`src/hdl/brs_pkg.sv`:
```
// ----------------------------------------------------------------------------
// brs_pkg
// Shared types, constants and trig/palette helpers for the bouncing,
// rotating square generator.
// ----------------------------------------------------------------------------
`default_nettype none

package brs_pkg;

  // Fixed-point formats.
  localparam int FRACTION_BITS      = 4;
  localparam int SINE_FRACTION_BITS = 14;
  localparam int PALETTE_ENTRIES    = 7;

  // Field widths.
  localparam int SCREEN_W = 12;
  localparam int RADIUS_W = 10;
  localparam int COORD_W  = 14;
  localparam int COLOR_W  = 8;
  localparam int ANGLE_W  = 9;
  localparam int PADDR_W  = 3;
  localparam int PDATA_W  = 32;

  // Derived internal widths.
  localparam int CENTER_W = SCREEN_W + FRACTION_BITS;
  localparam int POS_W    = CENTER_W + 2;
  localparam int VEL_W    = (FRACTION_BITS + 3 > 8) ? FRACTION_BITS + 3 : 8;
  localparam int TRIG_W   = SINE_FRACTION_BITS + 2;
  localparam int PROD_W   = TRIG_W + RADIUS_W + 1;
  localparam int NUM_W    = CENTER_W + SINE_FRACTION_BITS + 3;
  localparam int SHIFT    = FRACTION_BITS + SINE_FRACTION_BITS;
  localparam int PAL_W    = (PALETTE_ENTRIES > 1) ? $clog2(PALETTE_ENTRIES) : 1;

  // Reset values and limits.
  localparam logic [CENTER_W-1:0]     CENTER_RESET   = CENTER_W'(10 << FRACTION_BITS);
  localparam logic signed [VEL_W-1:0] VELOCITY_RESET = VEL_W'(5 << (FRACTION_BITS - 1));
  localparam logic [RADIUS_W-1:0]     RADIUS_RESET   = RADIUS_W'(200);
  localparam int                      VEL_ABS_MAX    = 127;
  localparam logic [ANGLE_W-1:0]      ANGLE_LAST     = ANGLE_W'(359);
  localparam logic [ANGLE_W-1:0]      ANGLE_FULL     = ANGLE_W'(360);
  localparam logic [ANGLE_W-1:0]      ANGLE_QUARTER  = ANGLE_W'(90);
  localparam logic [ANGLE_W-1:0]      ANGLE_HALF     = ANGLE_W'(180);
  localparam logic [ANGLE_W-1:0]      ANGLE_3QUARTER = ANGLE_W'(270);

  // Rescaling of the Q1.14 table to the chosen sine precision.
  localparam int          SINE_DOWN = (SINE_FRACTION_BITS <= 14) ? 14 - SINE_FRACTION_BITS : 0;
  localparam int          SINE_UP   = (SINE_FRACTION_BITS > 14) ? SINE_FRACTION_BITS - 14 : 0;
  localparam logic [31:0] SINE_HALF = 32'((1 << SINE_DOWN) >> 1);

  // Rounding bias for truncation toward zero of a negative numerator.
  localparam logic signed [NUM_W-1:0] TRUNC_BIAS = NUM_W'((64'd1 << SHIFT) - 64'd1);

  // Configuration register indexes (word address).
  typedef enum logic {
    REG_SQUARE_RADIUS = 1'b0
  } reg_index_t;

  typedef struct packed {
    logic [COLOR_W-1:0] red;
    logic [COLOR_W-1:0] green;
    logic [COLOR_W-1:0] blue;
  } color_t;

  // One frame's snapshot of the motion state.
  typedef struct packed {
    logic [CENTER_W-1:0] cx;
    logic [CENTER_W-1:0] cy;
    logic [ANGLE_W-1:0]  angle;
    logic [PAL_W-1:0]    palette;
  } frame_t;

  // Quarter-wave sine, Q1.14, whole degrees 0..90.
  localparam logic [15:0] SINE_Q14 [0:90] = '{
    16'd0,     16'd286,   16'd572,   16'd857,   16'd1143,  16'd1428,  16'd1713,
    16'd1997,  16'd2280,  16'd2563,  16'd2845,  16'd3126,  16'd3406,  16'd3686,
    16'd3964,  16'd4240,  16'd4516,  16'd4790,  16'd5063,  16'd5334,  16'd5604,
    16'd5872,  16'd6138,  16'd6402,  16'd6664,  16'd6924,  16'd7182,  16'd7438,
    16'd7692,  16'd7943,  16'd8192,  16'd8438,  16'd8682,  16'd8923,  16'd9162,
    16'd9397,  16'd9630,  16'd9860,  16'd10087, 16'd10311, 16'd10531, 16'd10749,
    16'd10963, 16'd11174, 16'd11381, 16'd11585, 16'd11786, 16'd11982, 16'd12176,
    16'd12365, 16'd12551, 16'd12733, 16'd12911, 16'd13085, 16'd13255, 16'd13421,
    16'd13583, 16'd13741, 16'd13894, 16'd14044, 16'd14189, 16'd14330, 16'd14466,
    16'd14598, 16'd14726, 16'd14849, 16'd14968, 16'd15082, 16'd15191, 16'd15296,
    16'd15396, 16'd15491, 16'd15582, 16'd15668, 16'd15749, 16'd15826, 16'd15897,
    16'd15964, 16'd16026, 16'd16083, 16'd16135, 16'd16182, 16'd16225, 16'd16262,
    16'd16294, 16'd16322, 16'd16344, 16'd16362, 16'd16374, 16'd16382, 16'd16384
  };

  function automatic logic signed [TRIG_W-1:0] quarter_sine(input logic [6:0] idx);
    logic [31:0] v;
    v = 32'(SINE_Q14[idx]);
    v = ((v + SINE_HALF) >> SINE_DOWN) << SINE_UP;
    return TRIG_W'(v);
  endfunction

  // Sine of a whole angle in 0..359 degrees.
  function automatic logic signed [TRIG_W-1:0] sine_deg(input logic [ANGLE_W-1:0] deg);
    logic [1:0]                quad;
    logic [ANGLE_W-1:0]        rem;
    logic [6:0]                idx;
    logic signed [TRIG_W-1:0]  mag;
    if (deg >= ANGLE_3QUARTER) begin
      quad = 2'd3;
      rem  = deg - ANGLE_3QUARTER;
    end else if (deg >= ANGLE_HALF) begin
      quad = 2'd2;
      rem  = deg - ANGLE_HALF;
    end else if (deg >= ANGLE_QUARTER) begin
      quad = 2'd1;
      rem  = deg - ANGLE_QUARTER;
    end else begin
      quad = 2'd0;
      rem  = deg;
    end
    idx = quad[0] ? 7'(ANGLE_QUARTER - rem) : 7'(rem);
    mag = quarter_sine(idx);
    return quad[1] ? -mag : mag;
  endfunction

  function automatic logic signed [TRIG_W-1:0] cosine_deg(input logic [ANGLE_W-1:0] deg);
    logic [ANGLE_W-1:0] shifted;
    shifted = deg + ANGLE_QUARTER;
    if (shifted >= ANGLE_FULL) begin
      shifted = shifted - ANGLE_FULL;
    end
    return sine_deg(shifted);
  endfunction

  // Pixel coordinate of center plus a scaled offset, truncated toward zero.
  function automatic logic signed [COORD_W-1:0] corner_pixel(
    input logic [CENTER_W-1:0]      center,
    input logic signed [PROD_W-1:0] offset
  );
    logic signed [NUM_W-1:0] num;
    logic signed [NUM_W-1:0] res;
    num = $signed(NUM_W'(center)) <<< SINE_FRACTION_BITS;
    num = num + (NUM_W'(offset) <<< FRACTION_BITS);
    if (num[NUM_W-1]) begin
      num = num + TRUNC_BIAS;
    end
    res = num >>> SHIFT;
    return res[COORD_W-1:0];
  endfunction

  function automatic color_t palette_color(input logic [3:0] idx);
    color_t c;
    case (idx)
      4'd0:    c = '{red: 8'd255, green: 8'd0,   blue: 8'd0};
      4'd1:    c = '{red: 8'd0,   green: 8'd255, blue: 8'd0};
      4'd2:    c = '{red: 8'd0,   green: 8'd0,   blue: 8'd255};
      4'd3:    c = '{red: 8'd255, green: 8'd255, blue: 8'd255};
      4'd4:    c = '{red: 8'd255, green: 8'd0,   blue: 8'd255};
      4'd5:    c = '{red: 8'd0,   green: 8'd255, blue: 8'd255};
      4'd6:    c = '{red: 8'd255, green: 8'd255, blue: 8'd0};
      default: c = '{red: 8'd0,   green: 8'd0,   blue: 8'd0};
    endcase
    return c;
  endfunction

endpackage

`default_nettype wire

```
`src/hdl/brs_if.sv`:
```
// ----------------------------------------------------------------------------
// brs_if
// Valid/ready channels: frame ticks in, square edges out.
// ----------------------------------------------------------------------------
`default_nettype none

interface brs_in_if import brs_pkg::*; ();
  logic                valid;
  logic                ready;
  logic [SCREEN_W-1:0] screen_width;
  logic [SCREEN_W-1:0] screen_height;

  modport source (output valid, output screen_width, output screen_height, input ready);
  modport sink   (input valid, input screen_width, input screen_height, output ready);
endinterface

interface brs_out_if import brs_pkg::*; ();
  logic                      valid;
  logic                      ready;
  logic signed [COORD_W-1:0] edge_start_x;
  logic signed [COORD_W-1:0] edge_start_y;
  logic signed [COORD_W-1:0] edge_end_x;
  logic signed [COORD_W-1:0] edge_end_y;
  logic [COLOR_W-1:0]        color_red;
  logic [COLOR_W-1:0]        color_green;
  logic [COLOR_W-1:0]        color_blue;
  logic                      last_edge;

  modport source (
    output valid, output edge_start_x, output edge_start_y, output edge_end_x,
    output edge_end_y, output color_red, output color_green, output color_blue,
    output last_edge, input ready
  );
  modport sink (
    input valid, input edge_start_x, input edge_start_y, input edge_end_x,
    input edge_end_y, input color_red, input color_green, input color_blue,
    input last_edge, output ready
  );
endinterface

`default_nettype wire

```
`src/hdl/brs_motion.sv`:
```
// ----------------------------------------------------------------------------
// brs_motion
// Holds the square's motion state, snapshots it for each accepted tick and
// advances position, velocity, angle, spin and palette.
// ----------------------------------------------------------------------------
`default_nettype none

module brs_motion import brs_pkg::*; (
  input  wire logic clk,
  input  wire logic rst,
  brs_in_if.sink    frame_in,
  output frame_t    frame,
  output logic      frame_valid,
  input  wire logic frame_take
);

  logic [CENTER_W-1:0]     center_x, center_y;
  logic [CENTER_W-1:0]     center_x_next, center_y_next;
  logic signed [VEL_W-1:0] velocity_x, velocity_y;
  logic signed [VEL_W-1:0] velocity_x_next, velocity_y_next;
  logic [ANGLE_W-1:0]      angle_degrees, angle_degrees_next;
  logic                    spin_negative, spin_negative_next;
  logic [PAL_W-1:0]        palette_index, palette_index_next;
  logic                    accept;

  function automatic logic signed [VEL_W-1:0] bounded_abs(input logic signed [VEL_W-1:0] v);
    logic signed [VEL_W:0] wide;
    wide = (VEL_W + 1)'(v);
    if (wide[VEL_W]) begin
      wide = -wide;
    end
    if (wide > VEL_ABS_MAX) begin
      wide = (VEL_W + 1)'(VEL_ABS_MAX);
    end
    return VEL_W'(wide);
  endfunction

  // Move one axis and clamp it to [0, bound], turning the velocity inward.
  function automatic logic [CENTER_W+VEL_W:0] step_axis(
    input logic [CENTER_W-1:0]     pos,
    input logic signed [VEL_W-1:0] vel,
    input logic [SCREEN_W-1:0]     size
  );
    logic signed [POS_W-1:0] p;
    logic signed [POS_W-1:0] bound;
    logic signed [VEL_W-1:0] v;
    logic                    hit;
    p     = $signed(POS_W'(pos)) + POS_W'(vel);
    bound = $signed(POS_W'(size) << FRACTION_BITS);
    v     = vel;
    hit   = 1'b0;
    if (p[POS_W-1]) begin
      p   = '0;
      v   = bounded_abs(v);
      hit = 1'b1;
    end
    if (p > bound) begin
      p   = bound;
      v   = -bounded_abs(v);
      hit = 1'b1;
    end
    return {hit, v, p[CENTER_W-1:0]};
  endfunction

  logic hit_x, hit_y, bounce;

  assign accept         = frame_in.valid && frame_in.ready;
  assign frame_in.ready = !frame_valid || frame_take;

  always_comb begin
    {hit_x, velocity_x_next, center_x_next} =
      step_axis(center_x, velocity_x, frame_in.screen_width);
    {hit_y, velocity_y_next, center_y_next} =
      step_axis(center_y, velocity_y, frame_in.screen_height);
    bounce = hit_x || hit_y;

    if (spin_negative) begin
      angle_degrees_next = (angle_degrees == '0) ? ANGLE_LAST : angle_degrees - 1'b1;
    end else begin
      angle_degrees_next = (angle_degrees == ANGLE_LAST) ? '0 : angle_degrees + 1'b1;
    end

    spin_negative_next = spin_negative ^ bounce;
    palette_index_next = palette_index;
    if (bounce) begin
      palette_index_next = (palette_index == PAL_W'(PALETTE_ENTRIES - 1)) ?
                           '0 : palette_index + 1'b1;
    end
  end

  always_ff @(posedge clk) begin
    if (rst) begin
      center_x      <= CENTER_RESET;
      center_y      <= CENTER_RESET;
      velocity_x    <= VELOCITY_RESET;
      velocity_y    <= VELOCITY_RESET;
      angle_degrees <= '0;
      spin_negative <= 1'b0;
      palette_index <= '0;
      frame_valid   <= 1'b0;
    end else begin
      if (accept) begin
        center_x      <= center_x_next;
        center_y      <= center_y_next;
        velocity_x    <= velocity_x_next;
        velocity_y    <= velocity_y_next;
        angle_degrees <= angle_degrees_next;
        spin_negative <= spin_negative_next;
        palette_index <= palette_index_next;
        frame_valid   <= 1'b1;
      end else if (frame_take) begin
        frame_valid <= 1'b0;
      end
    end
  end

  // The snapshot is the state as it stood before this tick's update.
  always_ff @(posedge clk) begin
    if (accept) begin
      frame <= '{cx: center_x, cy: center_y, angle: angle_degrees, palette: palette_index};
    end
  end

endmodule

`default_nettype wire

```
`src/hdl/brs_edge_gen.sv`:
```
// ----------------------------------------------------------------------------
// brs_edge_gen
// Scales sine and cosine of the frame angle by the radius once per frame, then
// emits the edges to an output register, one per cycle unless edge_out stalls.
// ----------------------------------------------------------------------------
`default_nettype none

module brs_edge_gen import brs_pkg::*; (
  input  wire logic                clk,
  input  wire logic                rst,
  input  wire logic [RADIUS_W-1:0] radius,
  input  wire frame_t              frame,
  input  wire logic                frame_valid,
  output logic                     frame_take,
  brs_out_if.source                edge_out
);

  typedef struct packed {
    logic signed [PROD_W-1:0] x;
    logic signed [PROD_W-1:0] y;
  } offset_t;

  // Corner j lies at angle + 90*j: its offset from the center in r*cos, r*sin.
  function automatic offset_t corner_offset(
    input logic [1:0]               j,
    input logic signed [PROD_W-1:0] s,
    input logic signed [PROD_W-1:0] c
  );
    offset_t o;
    case (j)
      2'd0:    o = '{x: c,  y: s};
      2'd1:    o = '{x: -s, y: c};
      2'd2:    o = '{x: -c, y: -s};
      default: o = '{x: s,  y: -c};
    endcase
    return o;
  endfunction

  logic                     b_valid;
  logic signed [PROD_W-1:0] b_sin_r, b_cos_r;
  logic [CENTER_W-1:0]      b_cx, b_cy;
  color_t                   b_color;
  logic [1:0]               edge_idx;

  logic                     out_valid;
  logic signed [COORD_W-1:0] out_sx, out_sy, out_ex, out_ey;
  color_t                   out_color;
  logic                     out_last;

  logic                     emit, last, b_load;
  logic signed [TRIG_W-1:0] sin_v, cos_v;
  logic signed [PROD_W-1:0] radius_s;
  offset_t                  start_off, end_off;

  assign emit       = b_valid && (!out_valid || edge_out.ready);
  assign last       = (edge_idx == 2'd3);
  assign b_load     = frame_valid && (!b_valid || (emit && last));
  assign frame_take = b_load;

  always_comb begin
    sin_v     = sine_deg(frame.angle);
    cos_v     = cosine_deg(frame.angle);
    radius_s  = $signed(PROD_W'(radius));
    start_off = corner_offset(edge_idx, b_sin_r, b_cos_r);
    end_off   = corner_offset(edge_idx + 2'd1, b_sin_r, b_cos_r);
  end

  always_ff @(posedge clk) begin
    if (rst) begin
      b_valid   <= 1'b0;
      edge_idx  <= '0;
      out_valid <= 1'b0;
    end else begin
      if (b_load) begin
        b_valid  <= 1'b1;
        edge_idx <= '0;
      end else if (emit) begin
        edge_idx <= edge_idx + 2'd1;
        if (last) begin
          b_valid <= 1'b0;
        end
      end
      if (emit) begin
        out_valid <= 1'b1;
      end else if (edge_out.ready) begin
        out_valid <= 1'b0;
      end
    end
  end

  always_ff @(posedge clk) begin
    if (b_load) begin
      b_sin_r <= PROD_W'(sin_v) * radius_s;
      b_cos_r <= PROD_W'(cos_v) * radius_s;
      b_cx    <= frame.cx;
      b_cy    <= frame.cy;
      b_color <= palette_color(4'(frame.palette));
    end
    if (emit) begin
      out_sx    <= corner_pixel(b_cx, start_off.x);
      out_sy    <= corner_pixel(b_cy, start_off.y);
      out_ex    <= corner_pixel(b_cx, end_off.x);
      out_ey    <= corner_pixel(b_cy, end_off.y);
      out_color <= b_color;
      out_last  <= last;
    end
  end

  assign edge_out.valid        = out_valid;
  assign edge_out.edge_start_x = out_sx;
  assign edge_out.edge_start_y = out_sy;
  assign edge_out.edge_end_x   = out_ex;
  assign edge_out.edge_end_y   = out_ey;
  assign edge_out.color_red    = out_color.red;
  assign edge_out.color_green  = out_color.green;
  assign edge_out.color_blue   = out_color.blue;
  assign edge_out.last_edge    = out_last;

endmodule

`default_nettype wire

```
`src/hdl/bouncing_rotating_square.sv`:
```
// ----------------------------------------------------------------------------
// bouncing_rotating_square
// For each frame tick, emits the edges of a rotating square that bounces
// inside the screen, and advances its motion, spin and color.
// ----------------------------------------------------------------------------
//
//   channel    dir   role                 beat carries
//   ---------  ----  -------------------  -------------------------------------
//   frame_in   in    valid/ready sink     screen_width, screen_height
//   edge_out   out   valid/ready source   edge corners, color, last_edge
//   APB        in    config slave         square_radius at byte address 0
//
// Every accepted tick yields a beat per edge, one per cycle while edge_out is
// ready, the last with last_edge set. With edge_out always ready, the pace of
// ticks is set by the single edge emitter, which produces one edge per cycle.
// The first edge of a tick passes through the motion snapshot, the register
// of the radius-scaled sine and cosine, and the output register. Reset (rst,
// synchronous) restores the start position, velocity, angle, spin, palette
// and radius. When edge_out stalls, the pending edge holds in the output
// register and backpressure reaches frame_in.ready.
// ----------------------------------------------------------------------------
`default_nettype none

module bouncing_rotating_square import brs_pkg::*; (
  input  wire logic               clk,
  input  wire logic               rst,
  // Configuration port.
  input  wire logic               psel,
  input  wire logic               penable,
  input  wire logic               pwrite,
  input  wire logic [PADDR_W-1:0] paddr,
  input  wire logic [PDATA_W-1:0] pwdata,
  output logic      [PDATA_W-1:0] prdata,
  output logic                    pready,
  // Streams.
  brs_in_if.sink                  frame_in,
  brs_out_if.source               edge_out
);

  // The radius register. Writes land at the access phase; the port never
  // inserts wait states. Only the word index is decoded, so byte offsets
  // inside the word alias to the same register.
  logic [RADIUS_W-1:0] square_radius;
  logic                cfg_write;
  logic                radius_sel;

  assign pready     = 1'b1;
  assign radius_sel = (paddr[2] == REG_SQUARE_RADIUS);
  assign cfg_write  = psel && penable && pwrite && pready;
  assign prdata     = radius_sel ? PDATA_W'(square_radius) : '0;

  always_ff @(posedge clk) begin
    if (rst) begin
      square_radius <= RADIUS_RESET;
    end else if (cfg_write && radius_sel) begin
      square_radius <= pwdata[RADIUS_W-1:0];
    end
  end

  // The motion block snapshots the state of each tick and updates it; the
  // edge generator turns one snapshot into the square's edges.
  frame_t frame;
  logic   frame_valid;
  logic   frame_take;

  brs_motion u_motion (
    .clk         (clk),
    .rst         (rst),
    .frame_in    (frame_in),
    .frame       (frame),
    .frame_valid (frame_valid),
    .frame_take  (frame_take)
  );

  brs_edge_gen u_edge_gen (
    .clk         (clk),
    .rst         (rst),
    .radius      (square_radius),
    .frame       (frame),
    .frame_valid (frame_valid),
    .frame_take  (frame_take),
    .edge_out    (edge_out)
  );

endmodule

`default_nettype wire

```
`src/flat_wrapper.sv`:
```
// flat-port wrapper written by rule: the top's interface ports become plain ports
module bouncing_rotating_square_flat import brs_pkg::*;
  (clk, rst, psel, penable, pwrite, paddr, pwdata, prdata, pready, frame_in_valid, frame_in_screen_width, frame_in_screen_height, frame_in_ready, edge_out_valid, edge_out_edge_start_x, edge_out_edge_start_y, edge_out_edge_end_x, edge_out_edge_end_y, edge_out_color_red, edge_out_color_green, edge_out_color_blue, edge_out_last_edge, edge_out_ready);
  brs_in_if frame_in_i ();
  brs_out_if edge_out_i ();
  input  wire logic clk;
  input  wire logic rst;
  input  wire logic psel;
  input  wire logic penable;
  input  wire logic pwrite;
  input  wire logic [PADDR_W-1:0] paddr;
  input  wire logic [PDATA_W-1:0] pwdata;
  output logic      [PDATA_W-1:0] prdata;
  output logic pready;
  input wire logic [$bits(frame_in_i.valid)-1:0] frame_in_valid;
  input wire logic [$bits(frame_in_i.screen_width)-1:0] frame_in_screen_width;
  input wire logic [$bits(frame_in_i.screen_height)-1:0] frame_in_screen_height;
  output wire logic [$bits(frame_in_i.ready)-1:0] frame_in_ready;
  output wire logic [$bits(edge_out_i.valid)-1:0] edge_out_valid;
  output wire logic [$bits(edge_out_i.edge_start_x)-1:0] edge_out_edge_start_x;
  output wire logic [$bits(edge_out_i.edge_start_y)-1:0] edge_out_edge_start_y;
  output wire logic [$bits(edge_out_i.edge_end_x)-1:0] edge_out_edge_end_x;
  output wire logic [$bits(edge_out_i.edge_end_y)-1:0] edge_out_edge_end_y;
  output wire logic [$bits(edge_out_i.color_red)-1:0] edge_out_color_red;
  output wire logic [$bits(edge_out_i.color_green)-1:0] edge_out_color_green;
  output wire logic [$bits(edge_out_i.color_blue)-1:0] edge_out_color_blue;
  output wire logic [$bits(edge_out_i.last_edge)-1:0] edge_out_last_edge;
  input wire logic [$bits(edge_out_i.ready)-1:0] edge_out_ready;
  assign frame_in_i.valid = frame_in_valid;
  assign frame_in_i.screen_width = frame_in_screen_width;
  assign frame_in_i.screen_height = frame_in_screen_height;
  assign frame_in_ready = frame_in_i.ready;
  assign edge_out_valid = edge_out_i.valid;
  assign edge_out_edge_start_x = edge_out_i.edge_start_x;
  assign edge_out_edge_start_y = edge_out_i.edge_start_y;
  assign edge_out_edge_end_x = edge_out_i.edge_end_x;
  assign edge_out_edge_end_y = edge_out_i.edge_end_y;
  assign edge_out_color_red = edge_out_i.color_red;
  assign edge_out_color_green = edge_out_i.color_green;
  assign edge_out_color_blue = edge_out_i.color_blue;
  assign edge_out_last_edge = edge_out_i.last_edge;
  assign edge_out_i.ready = edge_out_ready;
  bouncing_rotating_square u_core (.clk(clk), .rst(rst), .psel(psel), .penable(penable), .pwrite(pwrite), .paddr(paddr), .pwdata(pwdata), .prdata(prdata), .pready(pready), .frame_in(frame_in_i), .edge_out(edge_out_i));
endmodule
```
`config.mk`:
```
export PLATFORM = sky130hd
export DESIGN_NAME = bouncing_rotating_square_flat
export DESIGN_NICKNAME = d
export VERILOG_FILES = /design/src/hdl/brs_pkg.sv /design/src/hdl/brs_if.sv /design/src/hdl/brs_motion.sv /design/src/hdl/brs_edge_gen.sv /design/src/hdl/bouncing_rotating_square.sv /design/src/flat_wrapper.sv
export SDC_FILE = /design/constraint.sdc
export NUM_CORES = 2
export LEC_CHECK = 0
export BUFFER_PORTS_ARGS = -buffer_cell sky130_fd_sc_hd__buf_2
export CORE_MARGIN = 5
export CORE_UTILIZATION = 45
export DETAILED_ROUTE_END_ITERATION = 10
export SYNTH_ARGS = -nofsm -noshare
export SYNTH_HDL_FRONTEND = slang
export SYNTH_HIERARCHICAL = 1
export SYNTH_SLANG_ARGS = --single-unit
```
`constraint.sdc`:
```
create_clock -name clk -period 47.4 [get_ports clk]
set_input_delay 14.22 -clock clk [delete_from_list [all_inputs] [get_ports clk]]
set_output_delay 14.22 -clock clk [all_outputs]
set_load 0.005 [all_outputs]
```
==> results.tsv <==
metric	value	unit
cts_tree	built	
synth.area.top_cells	fa_1 15%, edfxtp_1 14%, ha_1 8.8%, inv_1 5.1%, nor2_1 4.4%	
dp.cells	6139	
grt_use_total	23.71	%
startpoint_type	input pin	
final_cell_area	43030	um^2
grt_max_degree	77	
fin_crit_sh	62.23	%
cts_buffer_depth	3	
die_w	310.8	um
r2r_setup_slack	31.81	ns
syn_inst	5073	
synth_cell_types	113	
drcViolationCount	8	
stdcell_count	6191	
final_cell_mix	554 x inv_1, 475 x nor2_1, 404 x nand2_1	
cp_data_required_time	33.18	ns
postCtsSetupRepairBufs	0	
wl_per_cell	19.19	um
violations	design-rule violations	
die_height	310.8	um
clk_latency	0.59	ns
cap_viol_max_count	0	
clk_pin_slew	0.07	ns
slew_headroom	24.52	%
ant_nets	0	
core	89870	um^2
drv_slew	0	
synthesis.area	40730	um^2
dieArea	96620	um^2
io_buffers	134	
postSynthAreaPerCell	8.028	um^2
cp-end-kind	output port	
ys_ff_latch	269	
cts_sinks	269	
ys_warn_count	6	
syn_to_final_growth	5.646	%
synth_area_leader_cell	fa_1	
async_flop_share	0	%
start_util	45.32	%
overflow	0	
drtIter0Drc	3673	
yosysTopAreaCellShare	14.55	%
path_class	input pin to output port	
cts_resized	0	
arrival	15.28	ns
dpl.hpwl	89.14	mm
fmax	33.90	MHz
root_buffer	clkbuf_16	
grt_antenna_before_repair	2	
nFillCells	8829	
setup-tns-final	0	ns
worstMarginPinSlew	1.128	ns
hold_depth	0	
cp_max_fo	3	
finalSetupViolCount	0	
rr_worst_depth	52	
status	finished with violations	
drive_above_1_share	7.659	%
synth-edff-count	193	
fin_crit	29.50	ns
rsz0062_at_grt	false	
firstDrtPassIters	11	
synth_ff_type	edfxtp_1	
fin_skew	0.01788	ns
hp-class	register to register	
postCtsHoldBufs	0	
dr_total_vias	36822	
gp_congestion	0.9199	
yosysSeqAreaShare	17.97	%
grt_pass1_wl	191.1	mm
h-tree-depth	1	
finalHoldViolations	0	
grt_pass1_vias	34749	
postPlaceCellArea	42130	um^2
wl	118.8	mm
num-nets-final	5643	
routed_via_density	5.948	
cts_buffers	29	
ios	182	
final_common_cell	inv_1	
fp-row-count	110	
[sequential cells by signal, indices dropped and copies added, names as in the netlist, 2 cells and up]
| name | cells |
|---|---|
| u_core/u_motion/frame | 44 |
| u_core/u_edge_gen/b_cos_r | 27 |
| u_core/u_edge_gen/b_sin_r | 27 |
| u_core/u_edge_gen/b_cx | 16 |
| u_core/u_edge_gen/b_cy | 16 |
| u_core/u_motion/center_x | 16 |
| u_core/u_motion/center_y | 16 |
| u_core/u_edge_gen/edge_out.edge_end_x | 14 |
| u_core/u_edge_gen/edge_out.edge_end_y | 14 |
| u_core/u_edge_gen/edge_out.edge_start_x | 14 |
| u_core/u_edge_gen/edge_out.edge_start_y | 14 |
| u_core/square_radius | 10 |
| u_core/u_motion/angle_degrees | 9 |
| u_core/u_motion/velocity_x | 8 |
| u_core/u_motion/velocity_y | 8 |
| u_core/u_edge_gen/b_color | 3 |
| u_core/u_motion/palette_index | 3 |
| u_core/u_edge_gen/edge_idx | 2 |
[synthesized netlist by cell type (41+ instances only)]
library cell  count
buf_4            49
and2_1          141
nand2_1         404
a21boi_0         47
inv_1           556
xor2_1           78
dfxtp_1          76
a31oi_1          46
o211ai_1         55
a21o_1           56
xnor2_1         185
and3_1           46
mux2i_1          60
clkbuf_1        246
nor3_1          117
nor2_1          476
a211oi_1         72
ha_1            287
nand3_1         123
edfxtp_1        193
o21ai_0         245
a21oi_1         348
nand2b_1         74
nor2b_1          46
fa_1            296
nor4_1           41
[metrics by stage]
| step | setup slack (ns) | utilization, % | hold WS (ns) |
|---|---|---|---|
| floorplan | 11.57 | - | 0.4003 |
| global placement | 17.88 | 46.88 | 0.4012 |
| detailed placement | 17.88 | 46.88 | 0.4052 |
| CTS | 17.87 | 47.87 | 0.4214 |
| global route | 17.75 | 47.87 | 0.4235 |
| finish | 17.90 | 47.88 | 0.4196 |
[area by class of cell]
cell class | instances | area, um^2 | area share [%]
timing repair buffer | 227 | 1369 | 3.181
clock buffer | 35 | 748.2 | 1.739
tap | 1176 | 1471 | 3.420
multi-input combinational | 3905 | 29860 | 69.41
sequential | 269 | 7317 | 17.01
antenna | 1 | 2.502 | 0.005816
clock inverter | 16 | 145.1 | 0.3373
inverter | 562 | 2111 | 4.906
[worst max-delay path: stages]
cell      delay (ns)
buf_2           0.07
nand2b_1        0.15
nand2_1         0.19
a21boi_4        0.31
nand2b_1        0.20
buf_2           0.13
[path summary, 6_finish.rpt]
path,from,end
worst max register to register,u_core/u_motion/frame[6]$_DFFE_PP_,u_core/u_edge_gen/b_cos_r[25]$_DFFE_PP_
worst max-delay path,edge_out_ready,frame_in_ready
worst min register to register,u_core/u_motion/frame[41]$_DFFE_PP_,u_core/u_edge_gen/b_cx[13]$_DFFE_PP_
worst min-delay path,u_core/u_motion/frame[41]$_DFFE_PP_,u_core/u_edge_gen/b_cx[13]$_DFFE_PP_
[per-layer routing]
layer | track usage (%) | up-vias | routed length (um)
li1 | - | 17603 | -
met1 | 34.77 | 17650 | 54710
met2 | 36.32 | 1380 | 51210
met3 | 3.909 | 189 | 9238
met4 | 6.502 | 0 | 3679
met5 | 0 | - | 0
[cell families (layout without fill, tap and decap cells)]
kind of cell | after synthesis | count (layout) | share of synthesized area, %
and+or+nand+nor | 1620 | 1620 | 19.10
AOI/OAI and AO/OA | 1324 | 1324 | 22.20
buffers and inverters | 920 | 840 | 9.090
adders and majority gates | 584 | 584 | 23.39
DFF | 269 | 269 | 17.97
xor gates and xnor gates | 266 | 266 | 5.791
muxes | 88 | 88 | 2.448
other | 2 | 24 | 0.01844
Power is not shown: default switching activity piles up to over one toggle a cycle in this logic, so the estimate is an artifact.
